## config.mk

```make
export PLATFORM = sky130hd
export DESIGN_NAME = first_fit_block_allocator_unit
export DESIGN_NICKNAME = d
export VERILOG_FILES = /design/src/rtl/core/ffba_pkg.sv /design/src/rtl/core/first_fit_block_allocator_unit.sv
export SDC_FILE = /design/constraint.sdc
export NUM_CORES = 2
export LEC_CHECK = 0
export BUFFER_PORTS_ARGS = -buffer_cell sky130_fd_sc_hd__buf_2
export CELL_PAD_IN_SITES_DETAIL_PLACEMENT = 1
export CELL_PAD_IN_SITES_GLOBAL_PLACEMENT = 2
export CORE_MARGIN = 2
export CORE_UTILIZATION = 39
export CTS_CLUSTER_SIZE = 20
export DETAILED_ROUTE_END_ITERATION = 16
export GPL_TIMING_DRIVEN = 0
export PLACE_DENSITY = 0.76
export SYNTH_ARGS = -nofsm -noshare
export SYNTH_HDL_FRONTEND = slang
export SYNTH_SLANG_ARGS = --single-unit
```

## constraint.sdc

```tcl
create_clock -name clk -period 5.5 [get_ports clk]
set_input_delay 0.55 -clock clk [delete_from_list [all_inputs] [get_ports clk]]
set_output_delay 0.55 -clock clk [all_outputs]
set_load 0.01 [all_outputs]
```

## src/rtl/core/ffba_pkg.sv

```systemverilog
// Shared constants, types, conversions and the sequencer control store of the allocator.
`default_nettype none

package ffba_pkg;

    localparam int TABLE_ENTRIES = 16;
    localparam int ADDRESS_BITS  = 20;

    // Fixed widths of the port fields
    localparam int AMOUNT_W   = 21;
    localparam int PORT_ADR_W = 20;
    localparam int POOL_W     = 21;
    localparam logic [POOL_W-1:0] POOL_RESET = 21'd1048576;

    localparam int LEN_W = ADDRESS_BITS + 1;
    localparam int IDX_W = $clog2(TABLE_ENTRIES);
    localparam int CMP_W = (LEN_W > AMOUNT_W) ? LEN_W : AMOUNT_W;
    localparam int XA_W  = (ADDRESS_BITS > PORT_ADR_W) ? ADDRESS_BITS : PORT_ADR_W;

    typedef logic [ADDRESS_BITS-1:0] addr_t;
    typedef logic [LEN_W-1:0]        len_t;
    typedef logic [IDX_W-1:0]        idx_t;

    localparam idx_t LAST_IDX = idx_t'(TABLE_ENTRIES - 1);

    // Sequencer steps
    localparam int STEP_W = 4;
    localparam logic [STEP_W-1:0] S_IDLE      = 4'd0;
    localparam logic [STEP_W-1:0] S_DISPATCH  = 4'd1;
    localparam logic [STEP_W-1:0] S_CHECK     = 4'd2;
    localparam logic [STEP_W-1:0] S_FIT       = 4'd3;
    localparam logic [STEP_W-1:0] S_REST      = 4'd4;
    localparam logic [STEP_W-1:0] S_SPARE     = 4'd5;
    localparam logic [STEP_W-1:0] S_COMMIT    = 4'd6;
    localparam logic [STEP_W-1:0] S_FAIL      = 4'd7;
    localparam logic [STEP_W-1:0] S_FREE      = 4'd8;
    localparam logic [STEP_W-1:0] S_FREE_DONE = 4'd9;

    // Jump conditions
    localparam logic [2:0] C_ALWAYS = 3'd0;
    localparam logic [2:0] C_START  = 3'd1;
    localparam logic [2:0] C_FREE   = 3'd2;
    localparam logic [2:0] C_ZERO   = 3'd3;
    localparam logic [2:0] C_FITS   = 3'd4;
    localparam logic [2:0] C_EXACT  = 3'd5;
    localparam logic [2:0] C_EMPTY  = 3'd6;
    localparam logic [2:0] C_NEVER  = 3'd7;

    // Datapath operations
    localparam logic [2:0] OP_NONE        = 3'd0;
    localparam logic [2:0] OP_LATCH_FIT   = 3'd1;
    localparam logic [2:0] OP_LATCH_SPARE = 3'd2;
    localparam logic [2:0] OP_CLEAR       = 3'd3;
    localparam logic [2:0] OP_COMMIT      = 3'd4;
    localparam logic [2:0] OP_FAIL        = 3'd5;
    localparam logic [2:0] OP_FREED       = 3'd6;

    typedef struct packed {
        logic              scan;     // walk the table index until the condition hits
        logic [2:0]        cond;
        logic [STEP_W-1:0] tgt_true;
        logic [STEP_W-1:0] tgt_end;
        logic [2:0]        op;
        logic              idx_clr;
    } uc_word_t;

    function automatic uc_word_t uc_rom(input logic [STEP_W-1:0] step);
        uc_word_t w;
        w = '{scan: 1'b0, cond: C_ALWAYS, tgt_true: S_IDLE, tgt_end: S_IDLE,
              op: OP_NONE, idx_clr: 1'b0};
        case (step)
            S_IDLE:      w = '{1'b0, C_START, S_DISPATCH, S_IDLE,      OP_NONE,        1'b1};
            S_DISPATCH:  w = '{1'b0, C_FREE,  S_FREE,     S_CHECK,     OP_NONE,        1'b0};
            S_CHECK:     w = '{1'b0, C_ZERO,  S_FAIL,     S_FIT,       OP_NONE,        1'b0};
            S_FIT:       w = '{1'b1, C_FITS,  S_REST,     S_FAIL,      OP_LATCH_FIT,   1'b0};
            S_REST:      w = '{1'b0, C_EXACT, S_COMMIT,   S_SPARE,     OP_NONE,        1'b1};
            S_SPARE:     w = '{1'b1, C_EMPTY, S_COMMIT,   S_FAIL,      OP_LATCH_SPARE, 1'b0};
            S_COMMIT:    w = '{1'b0, C_ALWAYS, S_IDLE,    S_IDLE,      OP_COMMIT,      1'b0};
            S_FAIL:      w = '{1'b0, C_ALWAYS, S_IDLE,    S_IDLE,      OP_FAIL,        1'b0};
            S_FREE:      w = '{1'b1, C_NEVER, S_IDLE,     S_FREE_DONE, OP_CLEAR,       1'b0};
            S_FREE_DONE: w = '{1'b0, C_ALWAYS, S_IDLE,    S_IDLE,      OP_FREED,       1'b0};
            default:     w = '{1'b0, C_ALWAYS, S_IDLE,    S_IDLE,      OP_NONE,        1'b1};
        endcase
        return w;
    endfunction

    function automatic addr_t port_to_addr(input logic [PORT_ADR_W-1:0] a);
        logic [XA_W-1:0] w;
        w = XA_W'(a);
        return w[ADDRESS_BITS-1:0];
    endfunction

    function automatic logic [PORT_ADR_W-1:0] addr_to_port(input addr_t a);
        logic [XA_W-1:0] w;
        w = XA_W'(a);
        return w[PORT_ADR_W-1:0];
    endfunction

    function automatic logic [CMP_W-1:0] amount_wide(input logic [AMOUNT_W-1:0] a);
        return CMP_W'(a);
    endfunction

    function automatic len_t amount_to_len(input logic [AMOUNT_W-1:0] a);
        logic [CMP_W-1:0] w;
        w = CMP_W'(a);
        return w[LEN_W-1:0];
    endfunction

    function automatic addr_t amount_to_addr(input logic [AMOUNT_W-1:0] a);
        logic [CMP_W+ADDRESS_BITS-1:0] w;
        w = (CMP_W+ADDRESS_BITS)'(a);
        return w[ADDRESS_BITS-1:0];
    endfunction

endpackage

`default_nettype wire

```

## src/rtl/core/first_fit_block_allocator_unit.sv

```systemverilog
// Top level of the first-fit block allocator: control store sequencer and descriptor table.
//
// Usage:
//   Requests enter on start/busy: an item is taken at a clock edge with start high and
//   busy low. mode 0 allocates amount bytes, mode 1 frees the block at start_address.
//   Each item gives one result on ok/address, shown for exactly one cycle with done high;
//   the receiver cannot stall, so the result must be taken in that cycle.
//   The pool size is written from cfg_data on cfg_valid/cfg_ready (ready while not busy) and rebuilds the
//   table at once: entry 0 covers the pool, the other entries are empty.
// Sequence, from the accepting edge to the edge that ends the done cycle:
//   free: dispatch, sixteen-entry sweep, finish, result.
//   allocate: a zero amount fails after the dispatch and the check; otherwise the fit scan and
//   the empty-slot scan may both walk all sixteen entries. One table entry is examined per
//   cycle through a single read index; the control store steps once per cycle.
//   A new item may be taken in the same cycle that done is shown.
// Reset: asynchronous, active low; the table returns to a 1048576-byte pool in entry 0,
//   the sequencer goes idle, and no result is pending.
`default_nettype none

module first_fit_block_allocator_unit (
    input  wire logic                             clk,
    input  wire logic                             rst_n,
    input  wire logic                             start,
    output logic                                  busy,
    input  wire logic                             mode,
    input  wire logic [ffba_pkg::AMOUNT_W-1:0]    amount,
    input  wire logic [ffba_pkg::PORT_ADR_W-1:0]  start_address,
    output logic                                  done,
    output logic                                  ok,
    output logic [ffba_pkg::PORT_ADR_W-1:0]       address,
    input  wire logic                             cfg_valid,
    output logic                                  cfg_ready,
    input  wire logic [ffba_pkg::POOL_W-1:0]      cfg_data
);
    import ffba_pkg::*;

    addr_t entry_start_reg  [TABLE_ENTRIES];
    len_t  entry_length_reg [TABLE_ENTRIES];
    logic  entry_used_reg   [TABLE_ENTRIES];

    logic [STEP_W-1:0] step_reg, step_next;
    idx_t              idx_reg, idx_next;
    logic              done_reg, done_next;

    logic                  mode_reg;
    logic [AMOUNT_W-1:0]   amount_reg;
    logic [PORT_ADR_W-1:0] free_addr_reg;
    idx_t                  fit_idx_reg;
    addr_t                 fit_start_reg;
    len_t                  rest_reg;
    idx_t                  spare_idx_reg;
    logic                  split_reg;
    logic                  ok_reg;
    logic [PORT_ADR_W-1:0] address_reg;

    uc_word_t uw;
    logic     accept;
    logic     cfg_write;
    logic     cond_hit;
    addr_t    cur_start;
    len_t     cur_len;
    logic     cur_used;
    logic [CMP_W-1:0] rest_wide;

    assign busy      = (step_reg != S_IDLE);
    assign cfg_ready = ~busy;
    assign accept    = start & ~busy;
    assign cfg_write = cfg_valid & cfg_ready;
    assign done      = done_reg;
    assign ok        = ok_reg;
    assign address   = address_reg;

    assign uw        = uc_rom(step_reg);
    assign cur_start = entry_start_reg[idx_reg];
    assign cur_len   = entry_length_reg[idx_reg];
    assign cur_used  = entry_used_reg[idx_reg];
    assign rest_wide = CMP_W'(cur_len) - amount_wide(amount_reg);

    always_comb
    begin
        case (uw.cond)
            C_ALWAYS: cond_hit = 1'b1;
            C_START:  cond_hit = start;
            C_FREE:   cond_hit = mode_reg;
            C_ZERO:   cond_hit = (amount_reg == '0);
            C_FITS:   cond_hit = ~cur_used && (cur_len != '0)
                                 && (CMP_W'(cur_len) >= amount_wide(amount_reg));
            C_EXACT:  cond_hit = (rest_reg == '0);
            C_EMPTY:  cond_hit = (cur_len == '0);
            C_NEVER:  cond_hit = 1'b0;
            default:  cond_hit = 1'b0;
        endcase
    end

    always_comb
    begin
        step_next = step_reg;
        idx_next  = idx_reg;
        if (cond_hit)
        begin
            step_next = uw.tgt_true;
        end
        else if (uw.scan && (idx_reg != LAST_IDX))
        begin
            idx_next = idx_reg + idx_t'(1);
        end
        else
        begin
            step_next = uw.tgt_end;
        end
        if (uw.idx_clr)
        begin
            idx_next = '0;
        end
        done_next = (uw.op == OP_COMMIT) || (uw.op == OP_FAIL) || (uw.op == OP_FREED);
    end

    always_ff @(posedge clk or negedge rst_n)
    begin
        if (!rst_n)
        begin
            step_reg <= S_IDLE;
            idx_reg  <= '0;
            done_reg <= 1'b0;
        end
        else
        begin
            step_reg <= step_next;
            idx_reg  <= idx_next;
            done_reg <= done_next;
        end
    end

    // Request latch, scan results and the result register
    always_ff @(posedge clk)
    begin
        if (accept)
        begin
            mode_reg      <= mode;
            amount_reg    <= amount;
            free_addr_reg <= start_address;
            split_reg     <= 1'b0;
        end
        case (uw.op)
            OP_LATCH_FIT:
            begin
                if (cond_hit)
                begin
                    fit_idx_reg   <= idx_reg;
                    fit_start_reg <= cur_start;
                    rest_reg      <= rest_wide[LEN_W-1:0];
                end
            end
            OP_LATCH_SPARE:
            begin
                if (cond_hit)
                begin
                    spare_idx_reg <= idx_reg;
                    split_reg     <= 1'b1;
                end
            end
            OP_COMMIT:
            begin
                ok_reg      <= 1'b1;
                address_reg <= addr_to_port(fit_start_reg);
            end
            OP_FAIL:
            begin
                ok_reg      <= 1'b0;
                address_reg <= '0;
            end
            OP_FREED:
            begin
                ok_reg      <= 1'b1;
                address_reg <= addr_to_port(port_to_addr(free_addr_reg));
            end
            default:
            begin
            end
        endcase
    end

    // Descriptor table
    always_ff @(posedge clk or negedge rst_n)
    begin
        if (!rst_n)
        begin
            for (int i = 0; i < TABLE_ENTRIES; i++)
            begin
                entry_start_reg[i]  <= '0;
                entry_length_reg[i] <= '0;
                entry_used_reg[i]   <= 1'b0;
            end
            entry_length_reg[0] <= amount_to_len(POOL_RESET);
        end
        else if (cfg_write)
        begin
            for (int i = 0; i < TABLE_ENTRIES; i++)
            begin
                entry_start_reg[i]  <= '0;
                entry_length_reg[i] <= '0;
                entry_used_reg[i]   <= 1'b0;
            end
            entry_length_reg[0] <= amount_to_len(cfg_data);
        end
        else
        begin
            case (uw.op)
                OP_CLEAR:
                begin
                    if ((cur_len != '0) && (cur_start == port_to_addr(free_addr_reg)))
                    begin
                        entry_used_reg[idx_reg] <= 1'b0;
                    end
                end
                OP_COMMIT:
                begin
                    // hand the remainder to the empty slot, then shrink the fit
                    if (split_reg)
                    begin
                        entry_start_reg[spare_idx_reg]  <= fit_start_reg
                                                           + amount_to_addr(amount_reg);
                        entry_length_reg[spare_idx_reg] <= rest_reg;
                        entry_used_reg[spare_idx_reg]   <= 1'b0;
                    end
                    entry_length_reg[fit_idx_reg] <= amount_to_len(amount_reg);
                    entry_used_reg[fit_idx_reg]   <= 1'b1;
                end
                default:
                begin
                end
            endcase
        end
    end

endmodule

`default_nettype wire

```

==> impl_metrics.json <==
{
  "outcome": "complete, but fails checks",
  "violations": "capacitance limit, setup timing",
  "crit_arrival_ns": 6.16,
  "grtUsageTotal_pct": 34.7,
  "rows": 118,
  "slowest_delay_ns": 0.97,
  "routed_wl_mm": 187,
  "cp-end-kind": "register",
  "initial_core_util_pct": 39.4,
  "portBuffers": 90,
  "worstMarginPinSlew_ns": 1.47,
  "final-setup-viol-count": 4,
  "avgViaCountPerCell": 6.60,
  "yosys-top-cells-area": "dfrtp_1 42%, mux4_2 10%, edfxtp_1 8.2%",
  "powerDensity_nw_per_um2": 519,
  "finalCriticalPeriod_ns": 5.52,
  "hpwl_mm": 134,
  "grt_max_degree": 111,
  "clock.fmax_mhz": 181,
  "wl_per_cell_um": 34.8,
  "synthCells": 3688,
  "final.setup_skew_ns": 0.0305,
  "crit_top_cell": "clkbuf_1",
  "whs_ns": 0.0346,
  "synth_most_common_cell": "dfrtp_1",
  "hold_viol": 0,
  "cts_buffers": 95,
  "die_y_um": 328,
  "totalPowerFinal_mw": 24.5,
  "cts.sinks": 794,
  "yosysTopAreaCellShare_pct": 41.6,
  "ys.flop_type": "dfrtp_1",
  "crit_type": "register to register",
  "grt_pass1_vias": 36100,
  "cp_slowest_cell": "nor2_1",
  "path_cells": "inv_1 -> ha_1 -> nand3_1 -> o21ai_0 -> nor3b_1 -> and2_1 -> clkbuf_1 -> nand2_1 -> clkbuf_1 -> nor2_1 -> clkbuf_1 -> a22o_1",
  "cp.required_ns": 6.14,
  "yosys_warnings": 0,
  "async_flop_share_pct": 85.8,
  "crit_fanout": 10,
  "synth_edf_count": 112,
  "die_width_um": 328,
  "synth.cells.most_frequent": "680 x dfrtp_1, 560 x nand2_1, 376 x clkbuf_1",
  "drtIter0Drc": 4500,
  "rsz0062_at_grt": "true",
  "ys_types": 75,
  "ios": 91,
  "hp-class": "primary input to register",
  "grt_remaining_overflow": 0,
  "drv_slew": 0,
  "synth_area_um2": 40900,
  "worst_slack_ns": -0.0228,
  "core_area_um2": 104000,
  "insertion_delay_ns": 0.72,
  "largest_reg_flops": 336,
  "synth-seq-cells": 794,
  "crit_path_start_kind": "register",
  "antenna_found_initial": 7,
  "die_area_um2": 107000,
  "clkTransAtPathRegs_ns": 0.06,
  "area_growth_pct": 15.4,
  "h-tree-depth": 3,
  "p_leak_nw": 18.7,
  "min_period_over_period_pct": 100,
  "rrSetupSlack_ns": -0.02,
  "maxCapViolations": 2,
  "drt_pass1_iterations": 6,
  "max_slew_margin_pct": 1.17,
  "via_count": 35500,
  "drc": 0,
  "root_buffer": "clkbuf_16",
  "syn_nets": 3807,
  "syn_area_per_cell_um2": 11.1,
  "yosysTopAreaCell": "dfrtp_1",
  "drive_gt1_share_pct": 13.2,
  "ys_seq_area_share_pct": 50.0,
  "fin_tns_setup_ns": -0.0365,
  "clock_path_buffers": 3,
  "ant_nets": 0,
  "peakVddDrop_uv": 286,
  "gp_congestion": 0.947,
  "cts_tree": "yes",
  "grt_pass1_wl_mm": 268,
  "fin_nets": 4033
}
-- per-stage QoR --
stage | utilization [%] | setup WS (ns) | area, µm² | std cells
floorplan | - | 0.317 | 40900 | 3688
detailed placement | 41.7 | -2.65 | 43300 | 5165
global route | 45.5 | -0.0904 | 47200 | 5371
finish | 45.5 | -0.0228 | 47200 | 5372
CTS | 45.4 | 0.108 | 47100 | 5369
global placement | 41.5 | -11.88 | 43100 | 5158
-- cell families after synthesis --
kind of cell               synth area share [%]
muxes                                      10.8
DFF                                        50.0
and+or+nand+nor                            8.73
AOI/OAI and AO/OA                          23.3
adders and majority gates                  1.63
xor gates and xnor gates                   1.14
buffers and inverters                      4.44
-- per-layer routing --
metal  vias to the layer above  wire [µm]  track usage, %
met5                         -         54               0
met4                         4       7520            13.4
met3                       328      19000            8.72
met2                      1847      81000            50.9
met1                     18800      79400            49.3
li1                      14500          -               -
-- final cells by class --
class / instances / area (µm²)
sequential: 794 / 20400
clock inverter: 35 / 395
buffer: 413 / 1840
clock buffer: 139 / 2840
tap: 1380 / 1730
multi-input combinational: 2431 / 18800
antenna: 1 / 2.50
inverter: 49 / 184
timing repair buffer: 130 / 986
fill: 11200 / 56600
-- where the power goes --
| group | total [mW] | switching [mW] | leakage [nW] | internal, mW |
|---|---|---|---|---|
| registers | 8.05 | 0.814 | 10.5 | 7.24 |
| logic | 9.82 | 7.11 | 6.66 | 2.71 |
| clock network | 6.63 | 2.83 | 1.59 | 3.80 |
-- timing repair --
item,in CTS,in global routing
gates cloned,1,0
endpoints found under the hold margin,121,0
hold buffers,29,0
setup endpoints to repair,89,90
resized for setup,89,17
pin swaps,4,2
buffers inserted,2,0
-- layout by cell type, fill, tap and decap left out, types with 7 or more instances in the layout --
cell	netlist	routed
o21bai_1	7	7
dlygate4sd3_1	0	29
nor4_1	15	13
clkbuf_1	376	377
a21boi_1	18	20
and2_1	26	26
a22o_1	292	292
clkbuf_16	0	101
buf_6	6	9
a32o_1	15	15
nand3_1	42	42
nor3_1	22	22
nor2_1	91	91
ha_1	50	49
nor2b_1	16	16
mux4_2	188	188
edfxtp_1	112	112
inv_1	49	48
xor2_1	16	16
buf_2	18	97
o31ai_1	319	319
a21oi_1	130	130
a22oi_2	1	11
a31oi_1	8	7
dfrtp_1	680	679
buf_1	13	8
clkinv_2	0	15
nand4_1	11	11
nand2b_1	12	12
and3_1	14	13
nand2_1	560	557
a21o_1	14	14
xnor2_1	37	36
a22oi_1	348	338
clkbuf_8	0	24
o21ai_0	86	85
mux2i_1	16	12
-- worst paths after layout --
check | from | to | cells past startpoint
worst min register to register | entry_length_reg[182] | entry_length_reg[182] | 2
min in group asynchronous | rst_n | entry_length_reg[58] | 2
worst max register to register | step_reg[0] | entry_start_reg[113] | 12
worst min-delay path | amount[10] | amount_reg[10] | 1
max in group asynchronous | rst_n | entry_start_reg[78] | 5
worst max-delay path | step_reg[0] | entry_start_reg[113] | 12
-- worst max-delay path: cells and delay by family (launching register included) --
| kind | cells | cell delay, ns |
|---|---|---|
| and+or+nand+nor | 5 | 2.45 |
| buffers and inverters | 4 | 1.42 |
| AOI/OAI and AO/OA | 2 | 0.73 |
| DFF | 1 | 0.52 |
| adders and majority gates | 1 | 0.32 |
(Power assumes the default switching activity.)
